$ cat config.mk
export PLATFORM = sky130hd
export DESIGN_NAME = flood_dissemination_slot_step_top
export DESIGN_NICKNAME = d
export VERILOG_FILES = /design/src/rtl/core/fds_pkg.sv /design/src/rtl/core/fds_lane.sv /design/src/rtl/core/fds_merge.sv /design/src/rtl/core/flood_dissemination_slot_step_top.sv
export VERILOG_INCLUDE_DIRS = /design/src /design/src/rtl/core
export SDC_FILE = /design/constraint.sdc
export NUM_CORES = 1
export LEC_CHECK = 0
export ABC_AREA = 0
export BUFFER_PORTS_ARGS = -buffer_cell sky130_fd_sc_hd__buf_2
export CELL_PAD_IN_SITES_DETAIL_PLACEMENT = 1
export CELL_PAD_IN_SITES_GLOBAL_PLACEMENT = 2
export CORE_MARGIN = 3
export CORE_UTILIZATION = 25
export CTS_CLUSTER_SIZE = 40
export DETAILED_ROUTE_END_ITERATION = 16
export GPL_TIMING_DRIVEN = 0
export PLACE_DENSITY = 0.6
export SLEW_MARGIN = 20
export SYNTH_ARGS = -nofsm -noshare
export SYNTH_HDL_FRONTEND = slang
export SYNTH_SLANG_ARGS = --single-unit
$ cat constraint.sdc
create_clock -name clk -period 5.24 [get_ports clk]
set_input_delay 1.048 -clock clk [delete_from_list [all_inputs] [get_ports clk]]
set_output_delay 1.048 -clock clk [all_outputs]
set_load 0.01 [all_outputs]
$ cat src/rtl/core/flood_dissemination_slot_step_top_defines.svh
// Assertion macros shared by the flood dissemination slot step RTL.
`ifndef FLOOD_DISSEMINATION_SLOT_STEP_TOP_DEFINES_SVH
`define FLOOD_DISSEMINATION_SLOT_STEP_TOP_DEFINES_SVH

`ifndef SYNTHESIS

// Same-cycle implication, disabled while in reset.
`define FDS_ASSERT_IMPLY(label, clk, rst_n, ante, cons) \
    label: assert property (@(posedge clk) disable iff (!rst_n) (ante) |-> (cons)) \
        else $error("fds: same-cycle check failed");

// Next-cycle implication, disabled while in reset.
`define FDS_ASSERT_NEXT(label, clk, rst_n, ante, cons) \
    label: assert property (@(posedge clk) disable iff (!rst_n) (ante) |=> (cons)) \
        else $error("fds: next-cycle check failed");

`else

`define FDS_ASSERT_IMPLY(label, clk, rst_n, ante, cons)
`define FDS_ASSERT_NEXT(label, clk, rst_n, ante, cons)

`endif

`endif

$ cat src/rtl/core/fds_pkg.sv
// Types and constants shared by the flood dissemination slot step block.
`timescale 1ns / 1ps

package fds_pkg;

    // Bitmap geometry and lane split
    localparam int FLAG_W    = 64;
    localparam int LANE_W    = 8;
    localparam int NUM_LANES = FLAG_W / LANE_W;
    localparam int COUNT_W   = 7;

    // Slot state codes of the finished slot
    localparam logic [1:0] SST_INIT = 2'd0;
    localparam logic [1:0] SST_RX   = 2'd1;
    localparam logic [1:0] SST_TX   = 2'd2;

    // Next state codes
    localparam logic [1:0] NS_RX  = 2'd0;
    localparam logic [1:0] NS_TX  = 2'd1;
    localparam logic [1:0] NS_OFF = 2'd2;

    // Item mode codes
    localparam logic MODE_START = 1'b0;
    localparam logic MODE_SLOT  = 1'b1;

    // Configuration register indexes
    localparam logic [1:0] CFG_NODE_COUNT = 2'd0;
    localparam logic [1:0] CFG_NODE_INDEX = 2'd1;
    localparam logic [1:0] CFG_INITIATOR  = 2'd2;

    // Restart threshold draw: 6 plus two random bits
    localparam logic [3:0] RESTART_MIN = 4'd6;
    localparam logic [3:0] RESTART_MAX = 4'd9;
    localparam logic [3:0] CNT_SAT    = 4'd15;

    // What one lane reports about its slice of the bitmap
    typedef struct packed {
        logic [LANE_W-1:0] merged;
        logic              diff_any;
        logic              merged_full;
        logic              rx_full;
    } lane_result_t;

    // Combined view over all lanes
    typedef struct packed {
        logic [FLAG_W-1:0] merged;
        logic              diff_any;
        logic              merged_full;
        logic              rx_full;
    } merge_summary_t;

endpackage

$ cat src/rtl/core/fds_lane.sv
// One bitmap lane: masked merge, difference and completeness tests on a slice.
`timescale 1ns / 1ps

module fds_lane #(
    parameter int LANE_IDX = 0
) (
    input  logic [fds_pkg::COUNT_W-1:0] node_limit,
    input  logic [fds_pkg::LANE_W-1:0]  rx_bits,
    input  logic [fds_pkg::LANE_W-1:0]  merged_bits,
    output fds_pkg::lane_result_t       result
);
    import fds_pkg::*;

    logic [LANE_W-1:0] mask;
    logic [LANE_W-1:0] merged_new;

    // Build the node mask for the bits of this lane
    always_comb
    begin
        for (int j = 0; j < LANE_W; j++)
        begin
            mask[j] = (COUNT_W'(LANE_IDX * LANE_W + j) < node_limit);
        end
    end

    // Merge received bits and test the slice
    always_comb
    begin
        merged_new         = merged_bits | (rx_bits & mask);
        result.merged      = merged_new;
        result.diff_any    = |((rx_bits ^ merged_bits) & mask);
        result.merged_full = &(merged_new | ~mask);
        result.rx_full     = &(rx_bits | ~mask);
    end

endmodule

$ cat src/rtl/core/fds_merge.sv
// Combine lane results into one bitmap and three flags.
`timescale 1ns / 1ps

module fds_merge (
    input  fds_pkg::lane_result_t   lanes [fds_pkg::NUM_LANES],
    output fds_pkg::merge_summary_t summary
);
    import fds_pkg::*;

    // Concatenate bitmaps, OR the difference flags, AND the full flags
    always_comb
    begin
        summary.diff_any    = 1'b0;
        summary.merged_full = 1'b1;
        summary.rx_full     = 1'b1;
        summary.merged      = '0;
        for (int l = 0; l < NUM_LANES; l++)
        begin
            summary.merged[l*LANE_W +: LANE_W] = lanes[l].merged;
            summary.diff_any    = summary.diff_any | lanes[l].diff_any;
            summary.merged_full = summary.merged_full & lanes[l].merged_full;
            summary.rx_full     = summary.rx_full & lanes[l].rx_full;
        end
    end

endmodule

$ cat src/rtl/core/flood_dissemination_slot_step_top.sv
// Top level of the flood dissemination slot step engine.
// Usage:
//   Item channel (item_valid / item_stall): one transaction per finished slot,
//   or a round start when mode is 0. A transaction completes at a clock edge
//   with item_valid high and item_stall low.
//   Result channel (result_valid / result_stall): one result per item, in
//   order, with the next radio state and the round bookkeeping.
//   Config channel (cfg_valid / cfg_ready): write node_count (index 0),
//   node_index (index 1) or the initiator flag (index 2) while no item is
//   pending. cfg_ready is always high.
// Timing:
//   The bitmap is split over eight lanes of eight bits that merge and test
//   in parallel, and a merging stage folds their flags into one decision.
//   An item is decided in the cycle it is taken; its result is registered and
//   appears in the cycle after. One item per cycle is sustained while the result
//   side keeps up; the output register sets that rate.
// Reset and stall:
//   rst_n clears round state, config and result_valid; output data has no reset.
//   While a result is held with result_stall high, item_stall is raised and
//   no new item is taken until the result leaves.
`timescale 1ns / 1ps
`include "flood_dissemination_slot_step_top_defines.svh"

module flood_dissemination_slot_step_top #(
    parameter int MAX_NODES     = 64,
    parameter int ROUND_SLOTS   = 256,
    parameter int TX_DONE_COUNT = 9
) (
    input  logic        clk,
    input  logic        rst_n,
    // config channel
    input  logic        cfg_valid,
    output logic        cfg_ready,
    input  logic [1:0]  cfg_index,
    input  logic [6:0]  cfg_data,
    // item channel
    input  logic        item_valid,
    output logic        item_stall,
    input  logic        mode,
    input  logic [1:0]  slot_state,
    input  logic        success,
    input  logic [15:0] slot_number,
    input  logic [31:0] in_value,
    input  logic [63:0] in_flags,
    input  logic [15:0] random_word,
    // result channel
    output logic        result_valid,
    input  logic        result_stall,
    output logic [1:0]  radio_mode,
    output logic [31:0] out_value,
    output logic [63:0] out_flags,
    output logic        complete,
    output logic [15:0] done_at_slot,
    output logic        end_of_round,
    output logic [15:0] end_slot
);
    import fds_pkg::*;

    localparam logic [COUNT_W-1:0] MAX_N      = COUNT_W'(MAX_NODES);
    localparam logic [16:0]        END_THRESH = 17'(ROUND_SLOTS - 2);
    localparam logic [15:0]        SLOT_LIMIT = 16'(ROUND_SLOTS);
    localparam logic [3:0]         TX_DONE    = 4'(TX_DONE_COUNT);

    // Configuration registers
    logic [COUNT_W-1:0] node_count_reg;
    logic [5:0]         node_index_reg;
    logic               initiator_reg;

    // Round state
    logic [FLAG_W-1:0]  merged_flags_reg, merged_flags_next;
    logic [31:0]        held_value_reg, held_value_next;
    logic               want_tx_reg, want_tx_next;
    logic               done_reg, done_next;
    logic [15:0]        done_slot_reg, done_slot_next;
    logic               saw_full_reg, saw_full_next;
    logic [3:0]         tx_after_done_reg, tx_after_done_next;
    logic [3:0]         missed_rx_reg, missed_rx_next;
    logic               had_valid_rx_reg, had_valid_rx_next;
    logic [3:0]         restart_limit_reg, restart_limit_next;
    logic [15:0]        end_slot_reg, end_slot_next;

    // Output register
    logic               result_valid_reg;
    logic [1:0]         radio_mode_reg, radio_mode_next;
    logic [FLAG_W-1:0]  out_flags_reg, out_flags_next;
    logic               end_of_round_reg, end_of_round_next;

    logic               item_take;
    logic [COUNT_W-1:0] node_limit;
    lane_result_t       lane_res [NUM_LANES];
    merge_summary_t     summary;

    // Handshakes
    assign cfg_ready  = 1'b1;
    assign item_stall = result_valid_reg & result_stall;
    assign item_take  = item_valid & ~item_stall;

    // Saturate node count at the bitmap size
    assign node_limit = (node_count_reg > MAX_N) ? MAX_N : node_count_reg;

    // Lanes over the bitmap
    for (genvar l = 0; l < NUM_LANES; l++)
    begin : g_lane
        fds_lane #(
            .LANE_IDX(l)
        ) u_lane (
            .node_limit  (node_limit),
            .rx_bits     (in_flags[l*LANE_W +: LANE_W]),
            .merged_bits (merged_flags_reg[l*LANE_W +: LANE_W]),
            .result      (lane_res[l])
        );
    end

    fds_merge u_merge (
        .lanes   (lane_res),
        .summary (summary)
    );

    // Decide the slot and update the round state
    always_comb
    begin
        logic rx;
        logic txs;
        logic merge_take;
        logic [3:0] missed_inc;

        rx         = (slot_state == SST_RX);
        txs        = (slot_state == SST_TX);
        merge_take = ~done_reg & success & rx;
        missed_inc = missed_rx_reg + 4'd1;

        merged_flags_next  = merged_flags_reg;
        held_value_next    = held_value_reg;
        want_tx_next       = want_tx_reg;
        done_next          = done_reg;
        done_slot_next     = done_slot_reg;
        saw_full_next      = saw_full_reg;
        tx_after_done_next = tx_after_done_reg;
        missed_rx_next     = missed_rx_reg;
        had_valid_rx_next  = had_valid_rx_reg;
        restart_limit_next = restart_limit_reg;
        end_slot_next      = end_slot_reg;
        radio_mode_next    = NS_RX;
        end_of_round_next  = 1'b0;
        out_flags_next     = in_flags;

        if (mode == MODE_START)
        begin
            // Start a new round
            want_tx_next       = 1'b0;
            had_valid_rx_next  = 1'b0;
            done_next          = 1'b0;
            tx_after_done_next = '0;
            missed_rx_next     = '0;
            end_slot_next      = SLOT_LIMIT;
            done_slot_next     = '0;
            saw_full_next      = 1'b0;
            restart_limit_next = RESTART_MIN + {2'b00, random_word[1:0]};
            held_value_next    = initiator_reg ? in_value : 32'd0;
            merged_flags_next  = FLAG_W'(1) << node_index_reg;
            out_flags_next     = FLAG_W'(1) << node_index_reg;
        end
        else
        begin
            // Merge a good reception before completion
            if (merge_take)
            begin
                had_valid_rx_next = 1'b1;
                held_value_next   = in_value;
                merged_flags_next = summary.merged;
                want_tx_next      = summary.diff_any | summary.merged_full;
                if (summary.merged_full)
                begin
                    done_next      = 1'b1;
                    done_slot_next = slot_number;
                end
            end
            else if (done_reg & success & rx & summary.rx_full)
            begin
                saw_full_next = 1'b1;
            end

            // Pick the next radio state
            if (initiator_reg && slot_state == SST_INIT)
            begin
                radio_mode_next   = NS_TX;
                had_valid_rx_next = 1'b1;
            end
            else if (rx && success)
            begin
                missed_rx_next = '0;
                if (want_tx_next)
                begin
                    radio_mode_next = NS_TX;
                    if (done_next && tx_after_done_reg != CNT_SAT)
                        tx_after_done_next = tx_after_done_reg + 4'd1;
                end
            end
            else if (rx && !success && had_valid_rx_next)
            begin
                missed_rx_next = missed_inc;
                if (missed_inc > restart_limit_reg)
                begin
                    radio_mode_next    = NS_TX;
                    missed_rx_next     = '0;
                    restart_limit_next = RESTART_MIN + {2'b00, random_word[1:0]};
                    if (done_next && tx_after_done_reg != CNT_SAT)
                        tx_after_done_next = tx_after_done_reg + 4'd1;
                end
            end
            else if (txs && !success)
            begin
                had_valid_rx_next = 1'b1;
                radio_mode_next   = NS_TX;
            end
            else if (txs && saw_full_next && tx_after_done_reg >= TX_DONE)
            begin
                radio_mode_next = NS_OFF;
            end

            // Mark the end of the round
            end_of_round_next = ({1'b0, slot_number} >= END_THRESH) ||
                                (radio_mode_next == NS_OFF);
            if (end_of_round_next)
                end_slot_next = slot_number;
            out_flags_next = txs ? merged_flags_next : in_flags;
        end
    end

    // Configuration writes
    always_ff @(posedge clk or negedge rst_n)
    begin
        if (!rst_n)
        begin
            node_count_reg <= 7'd64;
            node_index_reg <= '0;
            initiator_reg  <= 1'b0;
        end
        else if (cfg_valid && cfg_ready)
        begin
            case (cfg_index)
                CFG_NODE_COUNT: node_count_reg <= cfg_data;
                CFG_NODE_INDEX: node_index_reg <= cfg_data[5:0];
                CFG_INITIATOR:  initiator_reg  <= cfg_data[0];
                default:        ;
            endcase
        end
    end

    // Advance the round state on each taken item
    always_ff @(posedge clk or negedge rst_n)
    begin
        if (!rst_n)
        begin
            merged_flags_reg  <= '0;
            held_value_reg    <= '0;
            want_tx_reg       <= 1'b0;
            done_reg          <= 1'b0;
            done_slot_reg     <= '0;
            saw_full_reg      <= 1'b0;
            tx_after_done_reg <= '0;
            missed_rx_reg     <= '0;
            had_valid_rx_reg  <= 1'b0;
            restart_limit_reg <= RESTART_MIN;
            end_slot_reg      <= SLOT_LIMIT;
        end
        else if (item_take)
        begin
            merged_flags_reg  <= merged_flags_next;
            held_value_reg    <= held_value_next;
            want_tx_reg       <= want_tx_next;
            done_reg          <= done_next;
            done_slot_reg     <= done_slot_next;
            saw_full_reg      <= saw_full_next;
            tx_after_done_reg <= tx_after_done_next;
            missed_rx_reg     <= missed_rx_next;
            had_valid_rx_reg  <= had_valid_rx_next;
            restart_limit_reg <= restart_limit_next;
            end_slot_reg      <= end_slot_next;
        end
    end

    // Hold the result until it is taken
    always_ff @(posedge clk or negedge rst_n)
    begin
        if (!rst_n)
            result_valid_reg <= 1'b0;
        else if (item_take)
            result_valid_reg <= 1'b1;
        else if (!result_stall)
            result_valid_reg <= 1'b0;
    end

    always_ff @(posedge clk)
    begin
        if (item_take)
        begin
            radio_mode_reg   <= radio_mode_next;
            out_flags_reg    <= out_flags_next;
            end_of_round_reg <= end_of_round_next;
        end
    end

    // Result ports: state fields read straight from the round registers
    assign result_valid = result_valid_reg;
    assign radio_mode   = radio_mode_reg;
    assign out_value    = held_value_reg;
    assign out_flags    = out_flags_reg;
    assign complete     = done_reg;
    assign done_at_slot = done_slot_reg;
    assign end_of_round = end_of_round_reg;
    assign end_slot     = end_slot_reg;

    // Checks
    `FDS_ASSERT_NEXT(a_take_gives_result, clk, rst_n, item_take, result_valid_reg)
    `FDS_ASSERT_IMPLY(a_off_ends_round, clk, rst_n, result_valid_reg && radio_mode_reg == NS_OFF, end_of_round_reg)
    `FDS_ASSERT_IMPLY(a_slot_needs_done, clk, rst_n, !done_reg, done_slot_reg == 16'd0)
    `FDS_ASSERT_IMPLY(a_limit_range, clk, rst_n, 1'b1, restart_limit_reg >= RESTART_MIN && restart_limit_reg <= RESTART_MAX)

endmodule

==> summary by stage <==
Logic synthesis
The synthesized netlist occupies a cell area of 13000 µm². Counting every net in the synthesized netlist gives 1539. The number of distinct standard cells referenced by the synthesized netlist is 81. Of the post-synthesis cell area, the part taken by muxes is 0.0630.

In this run, synthesis produced a sequential element count of 225. Yosys printed 0 warnings. The number of enable flip-flop cells after synthesis is 67.

The fraction of the mapped netlist area in adder cells is 0.00846. The gate count of the mapped netlist is 1385. The post-synthesis share of cell area spent on and, or, nand and nor gates is 0.136. The fraction of the mapped netlist area in compound gates is 0.245.

The synthesized design spends more area on one cell type than any other, namely sky130_fd_sc_hd__dfrtp_1. Ranked by total cell area, the synthesized netlist is headed by sky130_fd_sc_hd__dfrtp_1 30%, sky130_fd_sc_hd__edfxtp_1 15%, sky130_fd_sc_hd__o22ai_1 5.8%. Of the total synthesized cell area, the portion taken by XOR and XNOR cells is 0.0444. The average size of a mapped cell is 9.40 µm². The largest family of logic cells by synthesized area is compound AO/OA/AOI/OAI gates. The share of the Yosys chip area taken by registers is 0.459. The main flop type after synthesis is sky130_fd_sc_hd__dfrtp_1. For this run, asynchronously set or reset flops after synthesis account for 0.702. The area share of the leading cell type in the synthesized netlist is 0.298.

Power and ir drop
Of the total power, combinational logic draws 0.301. The worst-case IR drop observed on VDD is 0.200 mV. The sum of internal, switching and leakage power is 0.00624 W.

The power spent charging and discharging nets is 0.00236 W. The switching share of power is 0.379. Internal power comes to 0.00387 W. The power per unit of standard cell area is 382 nW/µm². The proportion of power drawn by the clock network is 0.348. Of the total power, registers draw 0.351. The leakage power of the design is 6.79 nW.

Routing
After detailed routing, the number of remaining DRC violations is 0. The average wire per standard cell is 31.0 µm. The iteration count of the initial detailed-routing pass is 5. The post-detailed-routing wire length is 73900 µm.

The initial detailed-routing violation count is 1448. The remaining antenna violation count is 0. The routed via count is 13500.

After detailed routing, the number of vias per cell comes to 5.65.

Placed design
Once placement finished, the instance area stood at 15300 µm². The detailed-placement wirelength estimate is 56500 µm. The congestion estimate from routability-driven global placement came to 0.949. The post-placement worst setup slack is 0.476 ns. The number of buffer cells added on primary ports is 262.

Setup path
The setup check on the worst reg-to-reg path leaves a slack of 0.27 ns. The startpoint identified for the worst register-to-register timing path is node_count_reg[3]. By instance count, the cell type seen most on the critical path is sky130_fd_sc_hd__buf_1. Traced cell by cell, the critical path runs through buf_2, buf_1, clkbuf_1, buf_1, a31oi_1, o32ai_1, nor4_1, nand4_1, or2_4, nor2_2, a22o_1. The worst register-to-register path ends at done_at_slot[3]. Of all nets on the critical path, the largest fanout is 10.

The endpoint class of the critical path is a flip-flop. In this design, the stage delay of the slowest critical-path cell is 0.65 ns. STA puts the critical path data required time at 5.76 ns. The largest individual stage delay along the critical path comes from the cell sky130_fd_sc_hd__nor4_1.

The number of cells on the worst reg-to-reg path is 11. By startpoint and endpoint, the worst setup path is classified as flip-flop to flip-flop. STA classifies the critical path startpoint as a flip-flop.

The signal arrival time at the worst endpoint is 5.49 ns.

STA
The hold violation count in the final report is 0. The final clock skew is 0.0174 ns. Setup violations remaining at the end of the flow were counted as 0. The number of max-slew violations in the final report is 0.

The routed design could run at a clock period as short as 4.97 ns. Setup repair after global routing left no endpoint under its margin. The fmax is 201 MHz.

The final clock period utilization by the worst path is 0.948. At the pin with the least slew margin, the transition time is 1.23 ns. The max-slew headroom at the worst pin is 0.183. The final setup slack of the worst path is 0.274 ns.

Clock network
After clock tree synthesis, the clock-pin slew on the worst setup and hold paths is 0.06 ns. For this design, the sink count on the clock tree is 225. After clock tree synthesis, the flow added hold-fix buffers numbering 0.

In this run the number of H-tree levels came out at 1. The clock reaches the later pin of the worst-skew pair after 0.59 ns. The TritonCTS buffer count is 30. TritonCTS built the clock tree. The count of cells resized by post-cts repair is 0.

Counting along the longest clock path gives a buffer depth of 3. The tree is rooted in a sky130_fd_sc_hd__clkbuf_16. The total setup buffers inserted after CTS is 0.

Hold path
In this run the worst hold path is classified as flip-flop to flip-flop. The path with the worst hold slack has its endpoint at out_value[15]. The cell count of the worst hold path is 2. The worst hold path startpoint is out_value[15].

Global routing
Entering global routing, the biggest net connects 88 pins. The first global-routing pass estimated 103000 µm of wire. For this run, the total global-route usage over all layers was measured as 0.263. The number of global-route vias before repair is 13700. After global routing the overflow that remains totals 0. The number of antenna violations at the first check in global routing is 5.

Floorplan
The total area inside the core boundary comes to 50800 µm². For this configuration, the core starts out at a cell density of 0.256. The overall die height is 234 µm. The die covers 54800 µm². For this design the top-level I/O count stands at 281. After floorplanning, the core was divided into 82 placement rows. The chip width is 234 µm.

Finish
The area added between synthesis and finish is 25.3%. The layout cell share with drive strength beyond 1 is 0.227. At the end of the flow, the number of nets in the layout was 1837. The cell area after layout is 16300 µm².

Outcome
The run finished with clean final reports.

Job
The tool flagged a number of max-cap violations equal to 0.
[final cells by class]
type / instances / area (µm²)
clock buffers: 42 / 888
well taps: 672 / 841
repair buffers: 266 / 1400
plain buffers: 103 / 423
clock inverters: 14 / 144
fillers: 5966 / 34500
inverters: 44 / 165
flip-flops and latches: 225 / 5970
diodes: 4 / 10.0
multi-input cells: 1013 / 6470
[critical path: cells and delay by family (launching register included)]
family	cells	cell delay, ns
buffers and inverters	4	1.45
AND/OR/NAND/NOR	4	1.95
flip-flops	1	0.47
AO/OA/AOI/OAI	3	1.01
[power groups by stage]
stage	clock, W	combinational (W)	sequential (W)
2_1_floorplan	0	0.000917	0.00222
3_3_place_gp	0	0.00181	0.00222
3_5_place_dp	0	0.00183	0.00222
4_1_cts	0.00222	0.00183	0.00219
5_1_grt	0.00228	0.00198	0.00222
6_report	0.00217	0.00188	0.00219
[through the flow]
stage                     utilization  std cells  TNS [ns]  hold WS, ns
after global routing            0.321       2381         0        0.503
final                           0.321       2383         0        0.477
after detailed placement        0.301       2323         0        0.469
after CTS                       0.321       2379         0        0.484
after global placement          0.299       2319    -55.76        0.457
after floorplan                     -       1385         0        0.458
[kinds of logic after synthesis]
kind of cell             count (synthesis)
AO/OA/AOI/OAI                          499
XOR/XNOR                                66
adder cells (fa/ha/maj)                  9
buffers and inverters                  147
flip-flops                             225
multiplexers                            80
other                                    1
AND/OR/NAND/NOR                        358
[layer usage]
| metal | wire length, µm | GRT usage |
|---|---|---|
| met1 | 32900 | 0.367 |
| met2 | 33400 | 0.407 |
| met3 | 5100 | 0.0485 |
| met4 | 2530 | 0.0905 |
| met5 | 8 | 0 |
[cell usage in the layout (no fill, tap or decap), drive strengths merged, types with 7 or more instances in the layout]
cell type,instances
or2,22
a22oi,14
mux2i,65
a22o,20
nand3,22
or3,7
buf,287
o21a,7
a211oi,9
mux2,15
nand2,126
a2111oi,10
nor2b,9
xnor2,38
or4,8
o21ai,96
a21o,11
xor2,28
edfxtp,67
clkinv,9
a31oi,44
a21oi,104
dfrtp,155
nor2,75
and2,7
ha,8
o22ai,121
nand4,15
nand2b,7
o32ai,15
nor4,20
nor3,14
inv,47
clkbuf,124
[synthesized netlist by cell type (all sizes together) (3+ instances only)]
cell	instances
o22ai	121
o21bai	3
a211oi	9
dfrtp	155
a22oi	14
or3	7
a2111oi	10
and2	7
a22o	20
and3	4
or4	8
o221ai	6
nor4	20
clkbuf	82
a2111o	3
nor2	75
o21a	7
xor2	28
or2	22
edfxtp	67
mux2	15
a21o	11
nand2b	7
buf	21
a21oi	104
nand2	126
nor2b	9
nand4	15
a31oi	44
xnor2	38
nor3	14
mux2i	65
a41oi	3
a211o	4
nand3b	6
inv	43
a221oi	4
nand3	22
o32ai	15
nor3b	6
dfstp	3
o211ai	5
o21ai	96
ha	8
[worst max-delay path by stage]
stage	start	to	slack (ns)
2_1_floorplan	result_stall	end_of_round	1.25
3_3_place_gp	result_stall	out_flags[9]	-0.76
3_5_place_dp	node_count_reg[4]	done_at_slot[6]	0.48
4_1_cts	node_count_reg[4]	done_at_slot[8]	0.48
5_1_grt	node_count_reg[4]	done_at_slot[0]	0.1
6_report	node_count_reg[3]	done_at_slot[3]	0.27
Note: power is estimated with default switching activity, not from simulation.
